--- src/rtl/agcwf_pkg.sv ---
// agcwf_pkg: shared types and constants for the audio gain stage
// overflow mode codes, register indexes and fold constants; no dependencies
`timescale 1ns / 1ps
`default_nettype none

package agcwf_pkg;

  typedef enum logic [1:0] {
    MODE_CLIP     = 2'd0,
    MODE_WRAP     = 2'd1,
    MODE_FOLD     = 2'd2,
    MODE_CLIP_ALT = 2'd3
  } ovf_mode_t;

  typedef enum logic {
    REG_GAIN = 1'b0,
    REG_MODE = 1'b1
  } cfg_reg_t;

  localparam int SAMPLE_W = 16;
  localparam logic signed [SAMPLE_W-1:0] S16_MAX = 16'sh7fff;
  localparam logic signed [SAMPLE_W-1:0] S16_MIN = 16'sh8000;
  localparam logic [16:0] FOLD_PERIOD = 17'd131070;
  localparam logic [16:0] FOLD_SPAN   = 17'd65535;
  localparam logic [16:0] DIGIT_MOD   = 17'd65535;

endpackage

`default_nettype wire

--- src/rtl/audio_gain_clip_wrap_fold.sv ---
// audio_gain_clip_wrap_fold: signed 16-bit sample times unsigned fixed-point gain
// with clip, wrap or fold handling of out-of-range results; uses agcwf_pkg
`timescale 1ns / 1ps
`default_nettype none

// Usage:
//   config: write gain (index 0) or overflow_mode (index 1) with cfg_we,
//   cfg_index and cfg_data; writes take effect at the next edge; user writes
//   must be made only while no sample is in flight; the block does not check it.
//   input: a sample transfer happens at each edge with start high and busy
//   low; busy is always low, so a sample can be sent in every cycle.
//   output: each sample gives exactly one result on sample_out and last_out,
//   shown for one cycle with out_valid high; the receiver cannot stall.
//   pipeline: the result passes the input register, multiply, range handling
//   with mod-65535 digit sum, and fold finish, each of them registered.
//   throughput: one sample per cycle, set by the four-stage pipeline with
//   one multiplier.
//   reset: synchronous rst empties the pipeline, sets gain to 1.0 and the
//   overflow mode to clip.

module audio_gain_clip_wrap_fold
  import agcwf_pkg::*;
#(
  parameter int GAIN_FRAC_BITS = 16,
  parameter int GAIN_INT_BITS  = 8
) (
  input  wire logic                                      clk,
  input  wire logic                                      rst,
  input  wire logic                                      cfg_we,
  input  wire logic                                      cfg_index,
  input  wire logic [GAIN_INT_BITS+GAIN_FRAC_BITS-1:0]   cfg_data,
  input  wire logic                                      start,
  output logic                                           busy,
  input  wire logic signed [SAMPLE_W-1:0]                sample_in,
  input  wire logic                                      gap,
  input  wire logic                                      last_in,
  output logic                                           out_valid,
  output logic signed [SAMPLE_W-1:0]                     sample_out,
  output logic                                           last_out
);

  localparam int GW   = GAIN_INT_BITS + GAIN_FRAC_BITS;
  localparam int PW   = SAMPLE_W + GW;
  localparam int QW   = SAMPLE_W + GAIN_INT_BITS;
  localparam int WW   = QW + 2;
  localparam int AW   = WW - 1;
  localparam int ND   = (AW + 15) / 16;
  localparam int SW   = 16 + $clog2(ND + 1);
  localparam longint unsigned OFS_L =
    ((64'd1 << (QW - 1)) / 64'd131070 + 64'd1) * 64'd131070;
  localparam logic [WW-1:0] FOLD_OFS = WW'(OFS_L);
  localparam logic [WW-1:0] HALF_OFS = WW'(32768);

  // config registers
  logic [GW-1:0] gain;
  ovf_mode_t     mode;

  always_ff @(posedge clk) begin
    if (rst) begin
      gain <= GW'(1) << GAIN_FRAC_BITS;
      mode <= MODE_CLIP;
    end else if (cfg_we) begin
      unique case (cfg_index)
        REG_GAIN: gain <= cfg_data;
        REG_MODE: mode <= ovf_mode_t'(cfg_data[1:0]);
        default:  ;
      endcase
    end
  end

  assign busy = 1'b0;

  // stage a: input register
  logic                       valid_a;
  logic signed [SAMPLE_W-1:0] sample_a;
  logic                       gap_a;
  logic                       last_a;

  always_ff @(posedge clk) begin
    if (rst) valid_a <= 1'b0;
    else     valid_a <= start && !busy;
    sample_a <= sample_in;
    gap_a    <= gap;
    last_a   <= last_in;
  end

  // stage b: magnitude times gain
  logic [SAMPLE_W-1:0]        mag_a;
  logic [PW-1:0]              prod_a;
  logic                       valid_b;
  logic [QW-1:0]              q_b;
  logic                       neg_b;
  logic signed [SAMPLE_W-1:0] sample_b;
  logic                       gap_b;
  logic                       last_b;

  always_comb begin
    mag_a  = sample_a[SAMPLE_W-1] ? SAMPLE_W'(-sample_a) : SAMPLE_W'(sample_a);
    prod_a = PW'(mag_a) * PW'(gain);
  end

  always_ff @(posedge clk) begin
    if (rst) valid_b <= 1'b0;
    else     valid_b <= valid_a;
    q_b      <= prod_a[GAIN_FRAC_BITS +: QW];
    neg_b    <= sample_a[SAMPLE_W-1];
    sample_b <= sample_a;
    gap_b    <= gap_a;
    last_b   <= last_a;
  end

  // stage c: clip, wrap, gap and fold digit sum
  logic signed [QW:0]         v_b;
  logic [WW-1:0]              w_b;
  logic [ND*16-1:0]           a_b;
  logic [SW-1:0]              dsum_b;
  logic [16:0]                s2_b;
  logic signed [SAMPLE_W-1:0] res_b;

  always_comb begin
    v_b = neg_b ? -$signed({1'b0, q_b}) : $signed({1'b0, q_b});
    w_b = WW'(v_b) + HALF_OFS + FOLD_OFS;
    a_b = (ND*16)'(w_b[WW-1:1]);
    dsum_b = '0;
    for (int i = 0; i < ND; i++) begin
      dsum_b = dsum_b + SW'(a_b[i*16 +: 16]);
    end
    s2_b = 17'(dsum_b[15:0]) + 17'(dsum_b[SW-1:16]);
    if (gap_b) begin
      res_b = sample_b;
    end else if (mode == MODE_WRAP) begin
      res_b = v_b[SAMPLE_W-1:0];
    end else if (neg_b) begin
      res_b = (q_b > QW'(32768)) ? S16_MIN : v_b[SAMPLE_W-1:0];
    end else begin
      res_b = (q_b > QW'(32767)) ? S16_MAX : v_b[SAMPLE_W-1:0];
    end
  end

  logic                       valid_c;
  logic                       fold_c;
  logic [16:0]                s2_c;
  logic                       lsb_c;
  logic signed [SAMPLE_W-1:0] res_c;
  logic                       last_c;

  always_ff @(posedge clk) begin
    if (rst) valid_c <= 1'b0;
    else     valid_c <= valid_b;
    fold_c <= !gap_b && (mode == MODE_FOLD);
    s2_c   <= s2_b;
    lsb_c  <= w_b[0];
    res_c  <= res_b;
    last_c <= last_b;
  end

  // stage d: finish fold, output register
  logic [15:0]                m_c;
  logic [16:0]                r_c;
  logic [16:0]                rf_c;
  logic signed [SAMPLE_W-1:0] out_c;

  always_comb begin
    m_c   = (s2_c >= DIGIT_MOD) ? 16'(s2_c - DIGIT_MOD) : s2_c[15:0];
    r_c   = {m_c, lsb_c};
    rf_c  = (r_c > FOLD_SPAN) ? (FOLD_PERIOD - r_c) : r_c;
    out_c = fold_c ? $signed(rf_c[15:0] ^ 16'h8000) : res_c;
  end

  always_ff @(posedge clk) begin
    if (rst) out_valid <= 1'b0;
    else     out_valid <= valid_c;
    sample_out <= out_c;
    last_out   <= last_c;
  end

  // checks
  a_latency: assert property (@(posedge clk) disable iff (rst)
    start |-> ##4 out_valid)
    else $error("result missing four cycles after transfer");

  a_gap_pass: assert property (@(posedge clk) disable iff (rst)
    (start && gap) |-> ##4 (sample_out == $past(sample_in, 4)))
    else $error("gap sample altered");

  a_last_copy: assert property (@(posedge clk) disable iff (rst)
    start |-> ##4 (last_out == $past(last_in, 4)))
    else $error("last flag not carried");

endmodule

`default_nettype wire
--- config.mk ---
export PLATFORM = sky130hd
export DESIGN_NAME = audio_gain_clip_wrap_fold
export DESIGN_NICKNAME = d
export VERILOG_FILES = /design/src/rtl/agcwf_pkg.sv /design/src/rtl/audio_gain_clip_wrap_fold.sv
export SDC_FILE = /design/constraint.sdc
export NUM_CORES = 1
export LEC_CHECK = 0
export ABC_AREA = 0
export ABC_CLOCK_PERIOD_IN_PS = 7100
export BUFFER_PORTS_ARGS = -buffer_cell sky130_fd_sc_hd__buf_2
export CAP_MARGIN = 5
export CORE_UTILIZATION = 30
export CTS_BUF_LIST = sky130_fd_sc_hd__clkbuf_8
export DETAILED_ROUTE_END_ITERATION = 12
export SLEW_MARGIN = 10
export SYNTH_ARGS = -nofsm -noshare
export SYNTH_HDL_FRONTEND = slang
export SYNTH_SLANG_ARGS = --single-unit
--- constraint.sdc ---
create_clock -name clk -period 7.1 [get_ports clk]
set_input_delay 0.71 -clock clk [delete_from_list [all_inputs] [get_ports clk]]
set_output_delay 0.71 -clock clk [all_outputs]
set_load 0.05 [all_outputs]
==> results of run 1 <==
## worst reg2reg max path, stage by stage, from the launching register on
cell and delay, ps:
dfxtp_2 330, or4_4 550, nor4_4 220, nand3_2 140
o21ai_2 170, buf_6 130, xnor2_4 90, clkbuf_16 200
and2_4 160, fa_2 530, inv_2 40, fa_1 540
inv_2 40, fa_2 550, fa_2 440, fa_1 460
fa_1 520, ha_4 300, nand4_1 110, nor3_2 200
buf_4 140, a22oi_2 90, a31oi_4 300, a211oi_2 130
o21bai_2 270, a21oi_2 130, o21ai_1 170, xnor2_1 150
## path summary, 6_finish.rpt
check | endpoint | startpoint | depth (start not counted) | slack [ps]
hold / removal | sample_a[13] | sample_in[13] | 1 | 290
hold reg to reg | last_out | last_c | 0 | 330
setup reg to reg | q_b[13] | sample_a[7] | 27 | -90
setup / recovery | q_b[13] | sample_a[7] | 27 | -90
## layout by cell type (no fill, tap or decap), drive strengths merged, types with 24 or more instances in the layout
cell type,synthesis,layout
inv,388,395
nand2,377,377
fa,306,306
buf,15,189
dfxtp,143,143
and2,130,130
ha,125,125
xnor2,81,81
o21ai,71,71
a21oi,67,67
nor2,46,46
xor2,46,46
nand3,24,24
## cell families (layout without fill, tap and decap cells)
logic type                 Yosys count  in the layout  synth area share
other                                1              3          0.000200
AOI/OAI and AO/OA                  240            240            0.0838
buffers and inverters              488            611            0.0985
DFF                                143            143             0.153
adders and majority gates          431            431             0.410
muxes                               21             21            0.0125
and+or+nand+nor                    705            705             0.182
xor gates and xnor gates           127            127            0.0605
## what timing repair did
action | 4_1_cts | 5_1_grt
buffers inserted | 11 | 4
setup endpoints to repair | 18 | 27
gates resized for setup | 71 | 55
pin swaps | 93 | 36
cloned | 2 | 1
## stage by stage
step                      hold WS [ps]  cells  power [mW]  utilization  setup TNS [ps]
after global routing               265   3118        6.51        0.356           -3910
after detailed placement           314   3066        5.00        0.338           -3360
after floorplan                    310   2156        3.95            -               0
final                              292   3118        5.95        0.356            -415
after global placement             310   3066        4.93        0.338            -934
after CTS                          259   3111        5.82        0.351            -258
## sequential cells by signal (all words and copies together), names as in the netlist
name and flops:
fold_c 1, gain 24, gap_a 1, gap_b 1
last_a 1, last_b 1, last_c 1, last_out 1
lsb_c 1, mode 2, neg_b 1, out_valid 1
q_b 24, res_c 16, s2_c 17, sample_a 16
sample_b 15, sample_out 16, valid_a 1, valid_b 1
valid_c 1
## power breakdown
group / switching (mW) / leakage (nW) / internal, mW
Clock: 0.355 / 0.198 / 0.287
Combinational: 2.33 / 9.11 / 1.72
Sequential: 0.251 / 1.20 / 1.01
Total: 2.93 / 10.5 / 3.02
## per-layer routing
layer / GRT usage / wire [um] / share of wire / vias to the layer above
met5: 0 / 13 / 0.00026 / -
met4: 0.0518 / 1110 / 0.023 / 2
met3: 0.0232 / 1910 / 0.039 / 72
met2: 0.269 / 24100 / 0.49 / 329
met1: 0.210 / 22200 / 0.45 / 7443
li1: - / - / - / 6909
## layout make-up
type,instances,share of cell area
Multi-Input combinational cell,1525,0.669
Sequential cell,143,0.130
Timing Repair Buffer,191,0.0691
Inverter,388,0.0663
Tap cell,837,0.0477
Clock buffer,17,0.0107
Clock inverter,15,0.00695
Antenna cell,2,0.000228
==> results.cfg, run 1 <==
[run_status]
status = finished with violations
violations = negative setup slack

[power]
ir_drop_mv = 0.171
power.density_nw_per_um2 = 271
leakagePower_nw = 10.5

[worst_setup_path]
worst_setup_path_start_kind = flip-flop
slowest_stage = or4_4
path_buf_inv = 5
criticalPathCategory = reg -> reg
critical_path_arrival_ps = 7620
crit_required_ps = 7530
path_max_fanout = 7
crit_family = adder cells
end_kind = flip-flop
slowest_delay_ps = 550

[routing]
drt_iter0_markers = 839
ant_nets = 0
wire_per_inst_um = 15.8
drt-total-wl_mm = 49.3
dr.pass1.iters = 5
vias_per_cell = 4.73
vias = 14800
drc = 0

[placement]
place_area_um2 = 20900
place.port_buffers = 64
gp_congestion = 0.890
post-place-ws_ps = -342
hpwl_mm = 39.9

[sta]
max_freq_ghz = 0.139
hold_viol = 0
slew_headroom = 0.206
period_needed_ps = 7190
setup_violations = 9
setup_slack_ps = -88.0
skew_ps = 21.0
finalMaxSlewViolations = 0
tightest_slew_ps = 1190
fin_crit_sh = 1.01
rsz0062_at_grt = true

[clock_tree]
clk_pin_slew_worst_paths_ps = 90
cts.htree.levels = 4
cts.path.max_buffers = 2
clk_latency_ps = 520
cts.sinks = 143
hold_buffers = 0
cts_tree = built
cts-root-buf = clkbuf_8
cts_buffers = 17

[floorplan]
die_area_um2 = 63500
initial_core_util = 0.304
ios = 66
rows = 91
die_x_um = 252
die_y_um = 252
core_area_um2 = 61700

[yosys]
synth_top_area_share = 0.327
yosysMostFrequentCell = inv_1
synth_area_leaders = fa_1 33%, dfxtp_1 15%, ha_1 8.3%
ys_top_cells_by_count = 388 x inv_1, 376 x nand2_1, 306 x fa_1
synth_warnings = 0
synth_ff_type = dfxtp_1
synth.distinct_cells = 80
syn_inst = 2156
synth_area_per_cell_um2 = 8.70
yosysSeqAreaShare = 0.153
synth.largest_area_cell = fa_1
async_flop_share = 0
syn-num-nets = 2634
synthesis.area_um2 = 18800
synth-edff-count = 0
ys_ff_latch = 143

[global_routing]
grt_pass1_vias = 15300
antenna_found_initial = 3
grt-ovfl-total = 0
grtUsageTotal = 0.160
grt_max_degree = 34
grt_pass1_wl_mm = 80.6

[min_path]
worstHoldPathType = in -> reg

[final_layout]
multi_input_area_um2 = 14700
final-seq-area_um2 = 2860
areaGrowthSynthToFinish_pct = 17.1
nFillCells = 6334
nNetsFinal = 2744
postLayoutCellArea_um2 = 22000
drive_above_1_share = 0.166

[job]
cap_violations = 0
Power figures use the tool's default switching activity.
==> run 2, diff against run 1 <==
--- a/config.mk
+++ b/config.mk
@@ -12,6 +12,7 @@
 export CORE_UTILIZATION = 30
 export CTS_BUF_LIST = sky130_fd_sc_hd__clkbuf_8
 export DETAILED_ROUTE_END_ITERATION = 12
+export RECOVER_POWER = 25
 export SLEW_MARGIN = 10
 export SYNTH_ARGS = -nofsm -noshare
 export SYNTH_HDL_FRONTEND = slang
==> run 2 against run 1 <==
The flow still finishes with violations (negative setup slack). Clock skew is essentially flat. Die area is the same. Non-clock buffer count is the same. Global-route usage is the same. Power is essentially flat. Fmax shrank 0.16%. Largest cell class unchanged.
==> results.cfg, run 2 (same netlist as run 1, synthesis figures left out) <==
[final_layout]
final_common_cell = inv_1
top_regs = gain (24), q_b (24), s2_c (17)
areaGrowthSynthToFinish_pct = 16.9
postLayoutCellArea_um2 = 21900
drive_above_1_share = 0.161
nNetsFinal = 2744
final_cell_mix = 379 x inv_1, 369 x nand2_1, 290 x fa_1, 142 x dfxtp_1, 123 x and2_1

[placement]
place.port_buffers = 64
place_area_um2 = 20900
hpwl_mm = 39.9
gp_congestion = 0.890
post-place-ws_ps = -342

[global_routing]
grtUsageTotal = 0.160
grt_max_degree = 34
grt_pass1_wl_mm = 80.6
grt_pass1_vias = 15300
grt-ovfl-total = 0
antenna_found_initial = 3

[clock_tree]
cts.sinks = 143
cts.path.max_buffers = 2
hold_buffers = 0
clk_latency_ps = 520
cts-root-buf = clkbuf_8
clk_pin_slew_worst_paths_ps = 90
cts.htree.levels = 4
cts_tree = built
cts_buffers = 17

[floorplan]
die_y_um = 252
die_area_um2 = 63500
initial_core_util = 0.304
die_x_um = 252
ios = 66
core_area_um2 = 61700
rows = 91

[sta]
setup_slack_ps = -99.7
slew_headroom = 0.205
period_needed_ps = 7200
hold_viol = 0
fin_crit_sh = 1.01
finalMaxSlewViolations = 0
max_freq_ghz = 0.139
rsz0062_at_grt = true
tightest_slew_ps = 1190
skew_ps = 20.9
setup_violations = 10

[worst_setup_path]
slowest_stage = or4_4
criticalPathCategory = reg -> reg
slowest_delay_ps = 560
worst_setup_path_start_kind = flip-flop
path_max_fanout = 7
worstSetupStartpoint = sample_a[7]
critical_path_arrival_ps = 7630
end_kind = flip-flop
reg2reg_from = sample_a[7]
crit_required_ps = 7530

[run_status]
violations = negative setup slack
status = finished with violations

[power]
power.density_nw_per_um2 = 271
leakagePower_nw = 10.5
ir_drop_mv = 0.172
finalPower_mw = 5.94

[routing]
vias = 14700
drt-total-wl_mm = 49.2
vias_per_cell = 4.73
drc = 0
ant_nets = 0
drt_iter0_markers = 815
wire_per_inst_um = 15.8
dr.pass1.iters = 5

[job]
cap_violations = 0

[min_path]
hp-start = sample_in[13]
worstHoldPathType = in -> reg
[run 2: cell type report]
cell class / count / area [um2]
Antenna cell: 2 / 5.00
Clock buffer: 17 / 234
Clock inverter: 15 / 153
Fill cell: 6345 / 39800
Inverter: 388 / 1460
Multi-Input combinational cell: 1525 / 14700
Sequential cell: 143 / 2860
Tap cell: 837 / 1050
Timing Repair Buffer: 191 / 1490
[run 2: worst max-delay path: cells and delay by family, from the launching register on]
kind / cells / cell delay, ps
adders and majority gates: 7 / 3340
DFF: 1 / 330
and+or+nand+nor: 6 / 1380
xor gates and xnor gates: 2 / 240
buffers and inverters: 5 / 550
AOI/OAI and AO/OA: 7 / 1250
[run 2: metal layers]
metal / track usage / vias to the layer above / wire, um
met5: 0 / - / 13
met4: 0.0518 / 2 / 1090
met3: 0.0232 / 69 / 2050
met2: 0.269 / 352 / 24000
met1: 0.210 / 7415 / 22000
li1: - / 6908 / -
[run 2: timing repair]
action / 4_1_cts / 5_1_grt
pin swaps: 93 / 36
hold endpoints to repair: 0 / 0
buffers inserted: 11 / 4
endpoints found under the setup margin: 18 / 27
cloned: 2 / 1
gates resized for setup: 71 / 55
[run 2: report_power, final]
group	switching (mW)	internal (mW)
Combinational	2.33	1.71
Sequential	0.250	1.01
Clock	0.354	0.287
[run 2: path summary, 6_finish.rpt]
path	endpoint	slack (ps)	depth (start not counted)
min	sample_a[13]	300	1
max	q_b[13]	-100	27
max reg2reg	q_b[13]	-100	27
min reg2reg	last_out	330	0
[run 2: through the flow]
step,hold slack [ps],util,setup TNS [ps],instances
6_report,298,0.355,-507,3118
2_1_floorplan,310,-,0,2156
3_5_place_dp,314,0.338,-3360,3066
4_1_cts,259,0.351,-258,3111
5_1_grt,265,0.355,-3910,3118
3_3_place_gp,310,0.338,-934,3066
